<file path="config.mk">
export PLATFORM = sky130hd
export DESIGN_NAME = detection_frame_parser
export DESIGN_NICKNAME = d
export VERILOG_FILES = /design/src/dfp_pkg.sv /design/src/dfp_ram.sv /design/src/dfp_dp.sv /design/src/dfp_ctrl.sv /design/src/detection_frame_parser.sv
export SDC_FILE = /design/constraint.sdc
export NUM_CORES = 2
export LEC_CHECK = 0
export ABC_CLOCK_PERIOD_IN_PS = 7600
export BUFFER_PORTS_ARGS = -buffer_cell sky130_fd_sc_hd__buf_2
export CORE_UTILIZATION = 50
export DETAILED_ROUTE_END_ITERATION = 8
export GPL_TIMING_DRIVEN = 0
export PLACE_DENSITY = 0.65
export SLEW_MARGIN = 40
export SYNTH_ARGS = -nofsm -noshare
export SYNTH_HDL_FRONTEND = slang
export SYNTH_SLANG_ARGS = --single-unit
</file>
<file path="constraint.sdc">
create_clock -name clock -period 7.6 [get_ports clock]
set_input_delay 1.52 -clock clock [delete_from_list [all_inputs] [get_ports clock]]
set_output_delay 1.52 -clock clock [all_outputs]
set_load 0.005 [all_outputs]
</file>
<file path="src/dfp_pkg.sv">
// dfp_pkg: shared types and constants of the detection frame parser
// used by dfp_ctrl, dfp_dp and detection_frame_parser
package dfp_pkg;

   localparam int MaxTargets   = 20;
   localparam int VersionBytes = 16;
   localparam int NumChannels  = 4;
   localparam int RecBytes     = 9;
   localparam int BufLen       = 3 + MaxTargets * RecBytes;
   localparam int BufAw        = $clog2(BufLen);
   localparam int ChanAw       = (NumChannels > 1) ? $clog2(NumChannels) : 1;

   localparam logic [7:0] ByteHdr  = 8'hFF;
   localparam logic [7:0] ByteAa   = 8'hAA;
   localparam logic [7:0] ByteBb   = 8'hBB;
   localparam logic [7:0] ByteCc   = 8'hCC;
   localparam logic [7:0] ByteDd   = 8'hDD;
   localparam logic [7:0] OpMd5Req = 8'h00;
   localparam logic [7:0] OpMd5Snd = 8'h01;
   localparam logic [7:0] OpSdk    = 8'h04;
   localparam logic [7:0] OpFail   = 8'h05;
   localparam logic [7:0] OpNone   = 8'h98;
   localparam logic [7:0] OpOk     = 8'h99;
   localparam logic [15:0] CrcPoly = 16'hA001;

   localparam logic [1:0] CsrMinChan = 2'd0;
   localparam logic [1:0] CsrMaxChan = 2'd1;
   localparam logic [1:0] CsrMaxShown = 2'd2;
   localparam logic [1:0] CsrTimeout = 2'd3;

   typedef enum logic [3:0] {
      EV_TARGET, EV_CLEAR, EV_RESEND, EV_RANGE, EV_MD5REQ, EV_MD5SEND,
      EV_SDK, EV_FAIL, EV_NONE, EV_OK, EV_TIMEOUT, EV_CRCERR, EV_OVERFLOW,
      EV_VERBYTE, EV_VERDONE
   } event_type;

   typedef enum logic [3:0] {
      PS_HUNT, PS_TYPE, PS_AA_CHAN, PS_AA_CLASS, PS_AA_COUNT, PS_AA_DATA,
      PS_CRC1, PS_CRC2, PS_BB_CHAN, PS_BB_OP, PS_CC_OP, PS_DD_VER,
      PS_EMIT_RD, PS_EMIT_GATHER, PS_EMIT_OUT
   } state_type;

   // commands from controller to datapath
   typedef struct packed {
      logic       buf_wr;        // write rx byte into frame buffer at index
      logic       idx_load3;     // byte index := 3
      logic       idx_clear;     // byte index := 0
      logic       idx_inc;       // byte index += 1
      logic       crc_init;      // crc := add(0, byte)
      logic       crc_add;       // crc := add(crc, byte)
      logic       crc_lo;        // capture received crc low byte
      logic       crc_hi;        // capture received crc high byte
      logic       hdr_store;     // store object class header reg
      logic       chan_store;    // store channel only
      logic       rd_start;      // begin record readout, rec := 0
      logic       rd_step;       // read next buffer byte of record
      logic       rec_next;      // advance to next record
      logic       out_load;      // load output register
      event_type  out_kind;
      logic       out_use_byte;  // version byte from rx
      logic       out_armed;     // reboot_armed from flag
      logic [1:0] out_cnt_sel;   // 0 zero, 1 max, 2 frame count, 3 shown
      logic       out_chan;      // channel field from stored channel
   } cmd_type;

   // status from datapath to controller
   typedef struct packed {
      logic data_done;   // last data byte of frame arrives now
      logic crc_good;    // received crc matches (with current high byte)
      logic rd_done;     // last of the 9 bytes of current record arrives now
      logic rec_last;    // current record is the last one shown
      logic shown_zero;  // no records to show
      logic out_busy;    // output register holds an item
   } stat_type;

   function automatic logic [15:0] crc_byte(input logic [15:0] c, input logic [7:0] b);
      logic [15:0] x;
      x = c ^ {8'd0, b};
      for (int i = 0; i < 8; i++)
         x = x[0] ? ((x >> 1) ^ CrcPoly) : (x >> 1);
      return x;
   endfunction

endpackage

</file>
<file path="src/dfp_ram.sv">
// dfp_ram: generic single-port write, registered-read memory
// no dependencies
module dfp_ram #(
   parameter int Width = 8,
   parameter int Depth = 16
) (
   input  logic                     clock,
   input  logic                     wr_en,
   input  logic [$clog2(Depth)-1:0] wr_addr,
   input  logic [Width-1:0]         wr_data,
   input  logic [$clog2(Depth)-1:0] rd_addr,
   output logic [Width-1:0]         rd_data
);
   logic [Width-1:0] mem [Depth];

   always_ff @(posedge clock) begin
      if (wr_en) mem[wr_addr] <= wr_data;
      rd_data <= mem[rd_addr];
   end
endmodule

</file>
<file path="src/dfp_dp.sv">
// dfp_dp: datapath of the frame parser: buffer, crc, header, record gather, output register
// depends on dfp_pkg and dfp_ram
module dfp_dp import dfp_pkg::*; (
   input  logic        clock,
   input  logic        reset,
   input  cmd_type     cmd,
   output stat_type    stat,
   input  logic [7:0]  rx_byte,
   input  logic [4:0]  max_shown,
   input  logic        armed,
   input  logic        out_take,
   output logic        out_valid,
   output logic [127:0] out_data,
   output logic        out_last
);
   logic [BufAw-1:0] idx_ff, idx_in;
   logic [15:0] crc_ff, crc_in, crc_rx_ff;
   logic [7:0]  chan_ff;
   logic [1:0]  cls_ff;
   logic [4:0]  cnt_ff, shown_ff;
   logic [4:0]  rec_ff;
   logic [3:0]  part_ff;
   logic [BufAw-1:0] rd_addr_ff;
   logic [7:0]  rd_data;
   logic [7:0]  rec_ff_b [RecBytes];
   logic        rd_pend_ff;
   logic        valid_ff;
   logic [127:0] data_ff;
   logic        last_ff;
   logic [4:0]  shown_c;
   logic [9:0]  end_idx;
   logic [15:0] want;

   dfp_ram #(.Width(8), .Depth(BufLen)) u_buf (
      .clock(clock), .wr_en(cmd.buf_wr), .wr_addr(idx_ff), .wr_data(rx_byte),
      .rd_addr(rd_addr_ff), .rd_data(rd_data)
   );

   // byte index
   always_comb begin
      idx_in = idx_ff;
      if (cmd.idx_clear) idx_in = '0;
      else if (cmd.idx_load3) idx_in = BufAw'(3);
      else if (cmd.idx_inc) idx_in = idx_ff + 1'b1;
   end

   // running crc
   always_comb begin
      crc_in = crc_ff;
      if (cmd.crc_init) crc_in = crc_byte(16'd0, rx_byte);
      else if (cmd.crc_add) crc_in = crc_byte(crc_ff, rx_byte);
   end

   // shown record count
   always_comb begin
      shown_c = cnt_ff;
      if (shown_c > max_shown) shown_c = max_shown;
      if (shown_c > 5'(MaxTargets)) shown_c = 5'(MaxTargets);
   end

   always_ff @(posedge clock) begin
      idx_ff <= idx_in;
      crc_ff <= crc_in;
      if (cmd.crc_lo) crc_rx_ff[7:0] <= rx_byte;
      if (cmd.crc_hi) crc_rx_ff[15:8] <= rx_byte;
      if (cmd.chan_store) chan_ff <= rx_byte;
      if (cmd.hdr_store) begin
         cls_ff <= rx_byte[1:0];
      end
      if (cmd.crc_init) cnt_ff <= 5'd0;
      if (cmd.idx_load3) cnt_ff <= rx_byte[4:0];
      if (cmd.rd_start) begin
         shown_ff <= shown_c;
         rec_ff <= '0;
         part_ff <= '0;
         rd_addr_ff <= BufAw'(3);
      end else if (cmd.rec_next) begin
         rec_ff <= rec_ff + 1'b1;
         part_ff <= '0;
      end else if (cmd.rd_step) begin
         rd_addr_ff <= rd_addr_ff + 1'b1;
      end
      if (rd_pend_ff) begin
         rec_ff_b[part_ff] <= rd_data;
         part_ff <= part_ff + 1'b1;
      end
   end

   // read data is registered and arrives in the cycle after the address step
   always_ff @(posedge clock) begin
      if (reset) rd_pend_ff <= 1'b0;
      else rd_pend_ff <= cmd.rd_step;
   end

   // status
   assign end_idx = 10'(cnt_ff) * 10'(RecBytes) + 10'd2;
   assign want = {crc_ff[7:0], crc_ff[15:8]};
   assign stat.data_done  = (10'(idx_ff) >= end_idx);
   assign stat.crc_good   = ({rx_byte, crc_rx_ff[7:0]} == want);
   assign stat.rd_done    = (part_ff == 4'(RecBytes - 1)) && rd_pend_ff;
   assign stat.rec_last   = (rec_ff + 1'b1 == shown_ff);
   assign stat.shown_zero = (shown_c == 5'd0);
   assign stat.out_busy   = valid_ff;

   // output register: fields packed low to high
   always_ff @(posedge clock) begin
      if (reset) valid_ff <= 1'b0;
      else if (cmd.out_load) valid_ff <= 1'b1;
      else if (out_take) valid_ff <= 1'b0;
      if (cmd.out_load) begin
         logic [4:0] c;
         logic [7:0] ch;
         logic [1:0] cl;
         logic is_tgt;
         logic is_frm;
         logic [127:0] d;
         is_tgt = (cmd.out_kind == EV_TARGET);
         is_frm = is_tgt || cmd.out_kind == EV_CRCERR || cmd.out_kind == EV_OVERFLOW;
         case (cmd.out_cnt_sel)
            2'd0: c = 5'd0;
            2'd1: c = 5'(MaxTargets);
            2'd2: c = cnt_ff;
            2'd3: c = shown_ff;
            default: c = 5'd0;
         endcase
         ch = cmd.out_chan ? chan_ff : 8'd0;
         cl = is_frm ? cls_ff : 2'd0;
         d = '0;
         d[3:0]   = cmd.out_kind;
         d[11:4]  = ch;
         d[13:12] = cl;
         d[18:14] = c;
         if (is_tgt) begin
            d[34:19] = {rec_ff_b[1], rec_ff_b[0]};
            d[50:35] = {rec_ff_b[3], rec_ff_b[2]};
            d[66:51] = {rec_ff_b[5], rec_ff_b[4]};
            d[82:67] = {rec_ff_b[7], rec_ff_b[6]};
            d[90:83] = rec_ff_b[8];
         end
         d[98:91] = cmd.out_use_byte ? rx_byte : 8'd0;
         d[99]    = cmd.out_armed ? armed : 1'b0;
         data_ff <= d;
         last_ff <= !is_tgt || stat.rec_last;
      end
   end

   assign out_valid = valid_ff;
   assign out_data  = data_ff;
   assign out_last  = last_ff;
endmodule

</file>
<file path="src/dfp_ctrl.sv">
// dfp_ctrl: parser state machine and once/watch flags
// depends on dfp_pkg
module dfp_ctrl import dfp_pkg::*; (
   input  logic        clock,
   input  logic        reset,
   input  logic        in_valid,
   output logic        in_ready,
   input  logic [7:0]  rx_byte,
   input  logic [7:0]  min_channel,
   input  logic [7:0]  max_channel,
   input  logic [15:0] upgrade_timeout,
   input  stat_type    stat,
   output cmd_type     cmd,
   output logic        armed,
   output state_type   state
);
   state_type state_ff, state_in;
   logic [NumChannels-1:0] marks_ff, marks_in;
   logic        watch_ff, watch_in, md5_ff, md5_in, sdk_ff, sdk_in, armed_ff, armed_in;
   logic [15:0] wcnt_ff, wcnt_in, wcnt_inc;
   logic [7:0]  vcnt_ff, vcnt_in;
   logic [7:0]  chan_ff, chan_in;
   logic        acc, chan_ok;

   assign chan_ok = (rx_byte >= min_channel) && (rx_byte <= max_channel);
   assign wcnt_inc = (wcnt_ff != 16'hFFFF) ? wcnt_ff + 16'd1 : wcnt_ff;

   always_ff @(posedge clock) begin
      if (reset) begin
         state_ff <= PS_HUNT;
         marks_ff <= '0;
         watch_ff <= 1'b0;
         md5_ff <= 1'b0;
         sdk_ff <= 1'b0;
         armed_ff <= 1'b0;
         wcnt_ff <= '0;
         vcnt_ff <= '0;
      end else begin
         state_ff <= state_in;
         marks_ff <= marks_in;
         watch_ff <= watch_in;
         md5_ff <= md5_in;
         sdk_ff <= sdk_in;
         armed_ff <= armed_in;
         wcnt_ff <= wcnt_in;
         vcnt_ff <= vcnt_in;
      end
      chan_ff <= chan_in;
   end

   // next state and commands
   always_comb begin
      state_in = state_ff;
      marks_in = marks_ff;
      watch_in = watch_ff;
      md5_in = md5_ff;
      sdk_in = sdk_ff;
      armed_in = armed_ff;
      wcnt_in = wcnt_ff;
      vcnt_in = vcnt_ff;
      chan_in = chan_ff;
      cmd = '0;
      cmd.out_kind = EV_TARGET;
      in_ready = 1'b0;
      case (state_ff)
         PS_EMIT_RD, PS_EMIT_GATHER, PS_EMIT_OUT: in_ready = 1'b0;
         default: in_ready = !stat.out_busy;
      endcase
      acc = in_valid && in_ready;
      case (state_ff)
         PS_HUNT: if (acc && rx_byte == ByteHdr) begin
            state_in = PS_TYPE;
            if (watch_ff) begin
               wcnt_in = wcnt_inc;
               if (wcnt_inc > upgrade_timeout) begin
                  watch_in = 1'b0;
                  wcnt_in = '0;
                  cmd.out_load = 1'b1;
                  cmd.out_kind = EV_TIMEOUT;
               end
            end
         end
         PS_TYPE: if (acc) begin
            case (rx_byte)
               ByteAa: state_in = PS_AA_CHAN;
               ByteBb: state_in = PS_BB_CHAN;
               ByteCc: state_in = PS_CC_OP;
               ByteDd: begin
                  vcnt_in = '0;
                  state_in = PS_DD_VER;
               end
               default: state_in = PS_HUNT;
            endcase
         end
         PS_AA_CHAN: if (acc) begin
            cmd.chan_store = 1'b1;
            cmd.crc_init = 1'b1;
            chan_in = rx_byte;
            state_in = chan_ok ? PS_AA_CLASS : PS_HUNT;
         end
         PS_AA_CLASS: if (acc) begin
            cmd.hdr_store = 1'b1;
            cmd.crc_add = 1'b1;
            state_in = (rx_byte > 8'd3) ? PS_HUNT : PS_AA_COUNT;
         end
         PS_AA_COUNT: if (acc) begin
            cmd.crc_add = 1'b1;
            cmd.idx_load3 = 1'b1;
            state_in = PS_HUNT;
            cmd.out_chan = 1'b1;
            if (rx_byte == 8'd0) begin
               if (chan_ff < 8'(NumChannels)) begin
                  if (!marks_ff[chan_ff[ChanAw-1:0]]) begin
                     marks_in[chan_ff[ChanAw-1:0]] = 1'b1;
                     cmd.out_load = 1'b1;
                     cmd.out_kind = EV_CLEAR;
                  end
               end else begin
                  cmd.out_load = 1'b1;
                  cmd.out_kind = EV_CLEAR;
               end
            end else if (rx_byte > 8'(MaxTargets)) begin
               cmd.out_load = 1'b1;
               cmd.out_kind = EV_OVERFLOW;
               cmd.out_cnt_sel = 2'd1;
            end else begin
               if (chan_ff < 8'(NumChannels)) marks_in[chan_ff[ChanAw-1:0]] = 1'b0;
               state_in = PS_AA_DATA;
            end
         end
         PS_AA_DATA: if (acc) begin
            cmd.buf_wr = 1'b1;
            cmd.crc_add = 1'b1;
            cmd.idx_inc = 1'b1;
            if (stat.data_done) state_in = PS_CRC1;
         end
         PS_CRC1: if (acc) begin
            cmd.crc_lo = 1'b1;
            state_in = PS_CRC2;
         end
         PS_CRC2: if (acc) begin
            cmd.crc_hi = 1'b1;
            cmd.out_chan = 1'b1;
            if (!stat.crc_good) begin
               cmd.out_load = 1'b1;
               cmd.out_kind = EV_CRCERR;
               cmd.out_cnt_sel = 2'd2;
               state_in = PS_HUNT;
            end else if (stat.shown_zero) begin
               state_in = PS_HUNT;
            end else begin
               cmd.rd_start = 1'b1;
               state_in = PS_EMIT_RD;
            end
         end
         PS_EMIT_RD: begin
            cmd.rd_step = 1'b1;
            state_in = PS_EMIT_GATHER;
         end
         PS_EMIT_GATHER: begin
            if (stat.rd_done) state_in = PS_EMIT_OUT;
            else if (!stat.out_busy || 1'b1) cmd.rd_step = 1'b1;
         end
         PS_EMIT_OUT: if (!stat.out_busy) begin
            cmd.out_load = 1'b1;
            cmd.out_kind = EV_TARGET;
            cmd.out_chan = 1'b1;
            cmd.out_cnt_sel = 2'd3;
            if (stat.rec_last) state_in = PS_HUNT;
            else begin
               cmd.rec_next = 1'b1;
               state_in = PS_EMIT_RD;
            end
         end
         PS_BB_CHAN: if (acc) begin
            cmd.chan_store = 1'b1;
            chan_in = rx_byte;
            state_in = chan_ok ? PS_BB_OP : PS_HUNT;
         end
         PS_BB_OP: if (acc) begin
            state_in = PS_HUNT;
            cmd.out_chan = 1'b1;
            if (rx_byte == 8'd0) begin
               cmd.out_load = 1'b1;
               cmd.out_kind = EV_RESEND;
            end else if (rx_byte == 8'd1) begin
               cmd.out_load = 1'b1;
               cmd.out_kind = EV_RANGE;
            end
         end
         PS_CC_OP: if (acc) begin
            state_in = PS_HUNT;
            case (rx_byte)
               OpMd5Req: begin
                  watch_in = 1'b1;
                  md5_in = 1'b0;
                  sdk_in = 1'b0;
                  cmd.out_load = 1'b1;
                  cmd.out_kind = EV_MD5REQ;
               end
               OpMd5Snd: begin
                  wcnt_in = '0;
                  if (!md5_ff) begin
                     md5_in = 1'b1;
                     cmd.out_load = 1'b1;
                     cmd.out_kind = EV_MD5SEND;
                  end
               end
               OpSdk: begin
                  wcnt_in = '0;
                  armed_in = 1'b1;
                  if (!sdk_ff) begin
                     sdk_in = 1'b1;
                     cmd.out_load = 1'b1;
                     cmd.out_kind = EV_SDK;
                  end
               end
               OpFail, OpNone, OpOk: begin
                  watch_in = 1'b0;
                  wcnt_in = '0;
                  cmd.out_load = 1'b1;
                  cmd.out_armed = 1'b1;
                  cmd.out_kind = (rx_byte == OpFail) ? EV_FAIL :
                                 (rx_byte == OpNone) ? EV_NONE : EV_OK;
               end
               default: state_in = PS_CC_OP;
            endcase
         end
         PS_DD_VER: if (acc) begin
            cmd.out_load = 1'b1;
            if (vcnt_ff < 8'(VersionBytes)) begin
               vcnt_in = vcnt_ff + 8'd1;
               cmd.out_kind = EV_VERBYTE;
               cmd.out_use_byte = 1'b1;
            end else begin
               vcnt_in = '0;
               cmd.out_kind = EV_VERDONE;
               state_in = PS_HUNT;
            end
         end
         default: state_in = PS_HUNT;
      endcase
   end

   assign armed = armed_ff;
   assign state = state_ff;
endmodule

</file>
<file path="src/detection_frame_parser.sv">
// Detection frame parser: takes one received serial byte per req item and parses
// FF-headed frames (AA detections with CRC-16/ARC, BB requests, CC upgrade, DD version),
// giving events on the rsp channel. No byte is taken while the
// output register still holds an item. A good detection frame gives up to
// min(count, max_shown, 20) target items; each is gathered from the frame buffer RAM
// one byte per cycle, then waits out any rsp stall, and no byte is taken meanwhile.
// Depends on dfp_pkg, dfp_ctrl, dfp_dp and dfp_ram.
module detection_frame_parser import dfp_pkg::*; (
   input  logic         clock,
   input  logic         reset,
   input  logic         req_tvalid,
   output logic         req_tready,
   input  logic [7:0]   req_tdata,     // rx_byte
   output logic         rsp_tvalid,
   input  logic         rsp_tready,
   // event_kind, channel, object_class, target_count, left_x, top_y, right_x,
   // bottom_y, alarm_kind, version_byte, reboot_armed (zero fill to 104 bits)
   output logic [103:0] rsp_tdata,
   output logic         rsp_tlast,     // last
   input  logic         csr_wr_en,
   input  logic [1:0]   csr_index,
   input  logic [15:0]  csr_wdata
);
   logic [7:0]  min_ch_ff, max_ch_ff;
   logic [4:0]  max_shown_ff;
   logic [15:0] timeout_ff;
   cmd_type     cmd;
   stat_type    stat;
   logic        armed;
   state_type   state;
   logic [127:0] out_data;

   // configuration registers
   always_ff @(posedge clock) begin
      if (reset) begin
         min_ch_ff <= 8'd0;
         max_ch_ff <= 8'd3;
         max_shown_ff <= 5'd10;
         timeout_ff <= 16'd5000;
      end else if (csr_wr_en) begin
         case (csr_index)
            CsrMinChan: min_ch_ff <= csr_wdata[7:0];
            CsrMaxChan: max_ch_ff <= csr_wdata[7:0];
            CsrMaxShown: max_shown_ff <= csr_wdata[4:0];
            CsrTimeout: timeout_ff <= csr_wdata;
            default: ;
         endcase
      end
   end

   dfp_ctrl u_ctrl (
      .clock(clock), .reset(reset), .in_valid(req_tvalid), .in_ready(req_tready),
      .rx_byte(req_tdata), .min_channel(min_ch_ff), .max_channel(max_ch_ff),
      .upgrade_timeout(timeout_ff), .stat(stat), .cmd(cmd), .armed(armed), .state(state)
   );

   dfp_dp u_dp (
      .clock(clock), .reset(reset), .cmd(cmd), .stat(stat), .rx_byte(req_tdata),
      .max_shown(max_shown_ff), .armed(armed), .out_take(rsp_tready),
      .out_valid(rsp_tvalid), .out_data(out_data), .out_last(rsp_tlast)
   );

   assign rsp_tdata = out_data[103:0];

`ifndef SYNTH
   // no byte taken during record readout
   a_no_take_emit: assert property (@(posedge clock) disable iff (reset)
      (state == PS_EMIT_RD || state == PS_EMIT_GATHER || state == PS_EMIT_OUT)
      |-> !req_tready) else $error("byte taken during readout");
   // no new item loaded over a pending one
   a_no_overwrite: assert property (@(posedge clock) disable iff (reset)
      (rsp_tvalid && !rsp_tready) |-> !cmd.out_load) else $error("result overwritten");
   // target items always carry a nonzero count
   a_tgt_cnt: assert property (@(posedge clock) disable iff (reset)
      (rsp_tvalid && rsp_tdata[3:0] == EV_TARGET) |-> (rsp_tdata[18:14] != 5'd0))
      else $error("target with zero count");
`endif
endmodule
</file>
# After elaboration in Yosys (flattened, before gate mapping)
# Memories as Yosys holds them, arrays and structs flattened. A register that Yosys moved wholly into a read port is not among the register bits.
# Index checks and enable logic that the tools add are counted.
# op_classes
magnitude_cmp,12
n_mux,141
n_mul,1
n_reduce_logical,53
shift,0
div,0
n_bitwise,21
eq_ne,58
addsub,7
# op_table
operator,n
$mux 16,24
$mux 4,31
$mux 5,20
$pmux 4 s15,1
$eq 8x8->1 const B,7
$not 2->3,15
$eq 4x4->1 const B,10
$pmux 5 s4,2
$mux 1,35
$pmux 5 s7,1
$mux 8,4
$pmux 16 s2,1
$ne 2x1->1 const B,14
$add 8x1->8 const B,3
$add 16x1->16 const B,1
$eq 16x16->1,1
$eq 4x3->1 const B,4
$eq 8x3->1 const B,2
$gt 16x16->1,1
$ne 16x16->1 const B,1
$pmux 4 s4,1
$pmux 8 s2,1
$reduce_and 16->1,1
$xor 16x8->16,1
other kinds (53),111
# word_totals
inputBits,31
latch_bits,0
mem_count,2
ff_bits,181
romBits,0
ramBits,1536
output_inout_bits,107
# mem_list
name,words,word_bits,read_ports,rd_clocked_by_memory_dff,wr,line_no,rtl
u_dp.u_buf.mem,183,8,1,1,1,dfp_ram.sv:14,logic [Width-1:0] mem [Depth];
u_dp.rec_ff_b,9,8,9,9,1,dfp_dp.sv:25,logic [7:0] rec_ff_b [RecBytes];

# Depth between registers and ports, before layout
# depth
ltp_word,19
depth_mapped,19
ltp_nobuf,14

# Cells and area by module
# From an unflattened synthesis, not the netlist that was laid out.
# hier_totals
hier_cells,4125
hier_area_um2,73341.6
# modules_own_cells
module,seq_area_each_um2,area_each_um2,instances,cells_each
dfp_ram,44122.3,57652.8,1,2770
dfp_dp,7096.8,10148.5,1,679
dfp_ctrl,960.9,4030.1,1,530
detection_frame_parser,740.7,1510.2,1,146

# Least setup slack after synthesis
# Ideal clock, no wire load.
# synth_path
path_kind,input-to-reg
start,input req_tdata[4]
end,"register u_dp.data_ff[0], in the netlist u_dp.out_data[0] (enable)"
arrival_ns,5.846
path_stages,8
setup_ns,1.415
path_buffers,2
required_ns,6.185
setup_slack_ns,0.339
cell_sequence,inv_1 ha_1 clkbuf_1 and4_1 clkbuf_1 or3_1 a211oi_2 nand4b_1
# synth_rtl
item,line_no,rtl
from (decl),detection_frame_parser.sv:13,"input logic [7:0] req_tdata,"
to (signal assigned),dfp_dp.sv:142,data_ff <= d;
to (decl),dfp_dp.sv:28,logic [127:0] data_ff;

==> impl_metrics.json <==
{
  "grtUsageTotal": 0.2874,
  "viasPerCell": 6.324,
  "yosysSeqAreaShare": 0.7346,
  "clk_pin_slew_worst_paths_ns": 0.06,
  "hold_ws_ns": 0.4576,
  "worstHoldPathType": "reg2reg",
  "period_minus_slack_ns": 5.684,
  "insertion_delay_ns": 0.83,
  "multi_input_area_mm2": 0.01798,
  "first_pass_iters": 8,
  "setup_ws_ns": 1.916,
  "post_cts_buffers": 0,
  "clockBufferDepth": 3,
  "start_util": 0.5053,
  "ys_types": 80,
  "startpoint_type": "flip-flop",
  "synth_seq_cells": 1789,
  "clock-sinks": 1789,
  "status": "completed",
  "fin_crit_sh": 0.7479,
  "ir_drop_uv": 306.8,
  "die_area_mm2": 0.1450,
  "setup_viol": 0,
  "rows": 138,
  "die_h_um": 380.7,
  "yosys_most_used_dff": "edfxtp_1",
  "post_cts_resized": 0,
  "yosysWarnings": 0,
  "place_hpwl_um": 138400,
  "die_w_um": 380.7,
  "r2r_slack_ns": 1.92,
  "dp.cells": 5969,
  "finalWeightedCongestion": 0.9773,
  "p_leak_nw": 26.88,
  "finClkSkew_ns": 0.03923,
  "synth_top_area_frac": 0.7055,
  "maxCapViolCount": 0,
  "cts_buffers": 177,
  "area_growth_syn_to_layout_pct": 13.74,
  "synth-edff-count": 1685,
  "io_pins": 138,
  "endpoint_kind": "flip-flop",
  "cp_max_fo": 12,
  "ctsHtreeMaxLevel": 4,
  "grt_overflow_total": 0,
  "critPathKind": "reg2reg",
  "ant_nets": 0,
  "grt_max_degree": 89,
  "clock.fmax_mhz": 175.9,
  "final_cells": 6298,
  "vias": 39830,
  "antenna_found_initial": 10,
  "drc": 0,
  "synthArstFlopShare": 0,
  "ys_top_cells_by_area": "edfxtp_1 (71%), mux4_2 (11%), dfxtp_1 (2.9%), mux2i_1 (1.6%), nor2_1 (1.6%)",
  "post-place-ws_ns": 1.310,
  "rsz0062_at_grt": "no",
  "power.density_mw_per_mm2": 342.4,
  "post_drt_wl_per_cell_um": 33.01,
  "fillers": 10630,
  "port_buffers": 133,
  "grt_pass1_vias": 38430,
  "syn-mean-instance-area_um2": 18.39,
  "arrival_ns": 6.19,
  "detail_route.iter0.violations": 5916,
  "tightest_slew_ns": 1.028,
  "cts_tree": "yes",
  "syn_area_mm2": 0.07172,
  "slew_viol_final": 0,
  "hold_viol": 0,
  "relSlewSlack": 0.3075,
  "synthCells": 3900,
  "synth_area_leader_cell": "edfxtp_1",
  "final_cell_mix": "edfxtp_1 (1685), mux4_2 (365), nor2_1 (203), clkbuf_16 (181), buf_2 (179)",
  "cp.required_ns": 8.11,
  "cts_root_buffer": "clkbuf_16",
  "core_area_mm2": 0.1419,
  "wl_um": 207900,
  "final_common_cell": "edfxtp_1",
  "ff_latch_area_mm2": 0.05268,
  "nNetsFinal": 4374,
  "grt_pass1_wl_um": 289900,
  "setup_tns_ns": 0,
  "drive_gt1_frac": 0.2415,
  "holdBufCountCts": 0
}
## critical path, cell delays in order (launching register included)
cell	delay [ns]
dfxtp_1	0.30
clkbuf_1	0.25
and3_1	0.26
and3_1	0.16
clkbuf_1	0.31
nand3_1	0.20
clkbuf_1	0.30
nand2_1	0.15
or2_2	0.12
nand2_1	0.08
ha_1	0.30
nand2_1	0.05
nor4_1	0.36
o21ai_0	0.23
o211ai_1	0.24
a31oi_1	0.25
nand4b_1	0.30
buf_4	0.23
buf_4	0.20
buf_4	0.22
buf_4	0.21
buf_4	0.21
buf_4	0.21
buf_4	0.21
## final timing paths
path                                     end                           start  cells past startpoint
max reg2reg  u_dp.out_data[29]$_SDFFCE_PP0P_  u_ctrl.wcnt_ff[3]$_SDFFE_PP0P_                     23
max          u_dp.out_data[29]$_SDFFCE_PP0P_  u_ctrl.wcnt_ff[3]$_SDFFE_PP0P_                     23
min reg2reg       timeout_ff[2]$_SDFFE_PP0P_      timeout_ff[2]$_SDFFE_PP0P_                      2
min               timeout_ff[2]$_SDFFE_PP0P_      timeout_ff[2]$_SDFFE_PP0P_                      2
## flip-flops by register name, summed over array words and instances, names as in the netlist, 16 cells and up, named ones only
register / flops
u_ctrl.wcnt_ff: 16
u_dp.crc_ff: 16
timeout_ff: 16
u_dp.u_buf.mem: 1464
u_dp.rec_ff_b: 72
u_dp.out_data: 100
## metal layers
| metal | GRT usage | share of wire | up-vias |
|---|---|---|---|
| met5 | 0 | 0.00027 | - |
| met4 | 0.1353 | 0.053 | 10 |
| met3 | 0.07642 | 0.12 | 510 |
| met2 | 0.4356 | 0.45 | 2630 |
| met1 | 0.3896 | 0.38 | 20380 |
| li1 | - | - | 16310 |
## where the power goes
group | switching, mW | internal, mW
clock network | 3.72 | 4.60
logic | 5.41 | 2.94
registers | 0.200 | 11.1
## cells in the mapped netlist (39+ instances only)
cell type,n
clkbuf_1,107
o21ai_0,66
nand2_1,156
and2_1,107
xnor2_1,57
mux4_2,365
buf_2,45
a21oi_1,91
nand3_1,39
edfxtp_1,1685
inv_1,73
ha_1,85
nor2_1,302
a22oi_1,51
mux2i_1,115
dfxtp_1,104
## metrics by stage
stage                     cell area, um2  total power [mW]    util
after CTS                          81460             27.71  0.5739
after global routing               81570             28.41  0.5747
final                              81570             27.93  0.5747
after global placement             74760             19.40  0.5267
after detailed placement           76030             19.54  0.5357
after floorplan                    71730             15.78       -
## area by class of cell
type                            count  area share
Clock inverter                     90    0.007408
Multi-Input combinational cell   1828      0.2205
Sequential cell                  1789      0.6458
Buffer                            212     0.01446
Antenna cell                        2  0.00006135
Clock buffer                      237     0.05908
Inverter                           74    0.003405
Timing Repair Buffer              176     0.02032
Tap cell                         1890     0.02899
## cell families after synthesis
logic type	Yosys count	share of synthesized area
AO/OA/AOI/OAI	399	0.03768
XOR/XNOR	74	0.009421
adder cells (fa/ha/maj)	85	0.01483
buffers and inverters	286	0.01926
flip-flops	1789	0.7346
multiplexers	493	0.1327
other	1	0.00005229
AND/OR/NAND/NOR	773	0.05147
(Power assumes the default switching activity.)
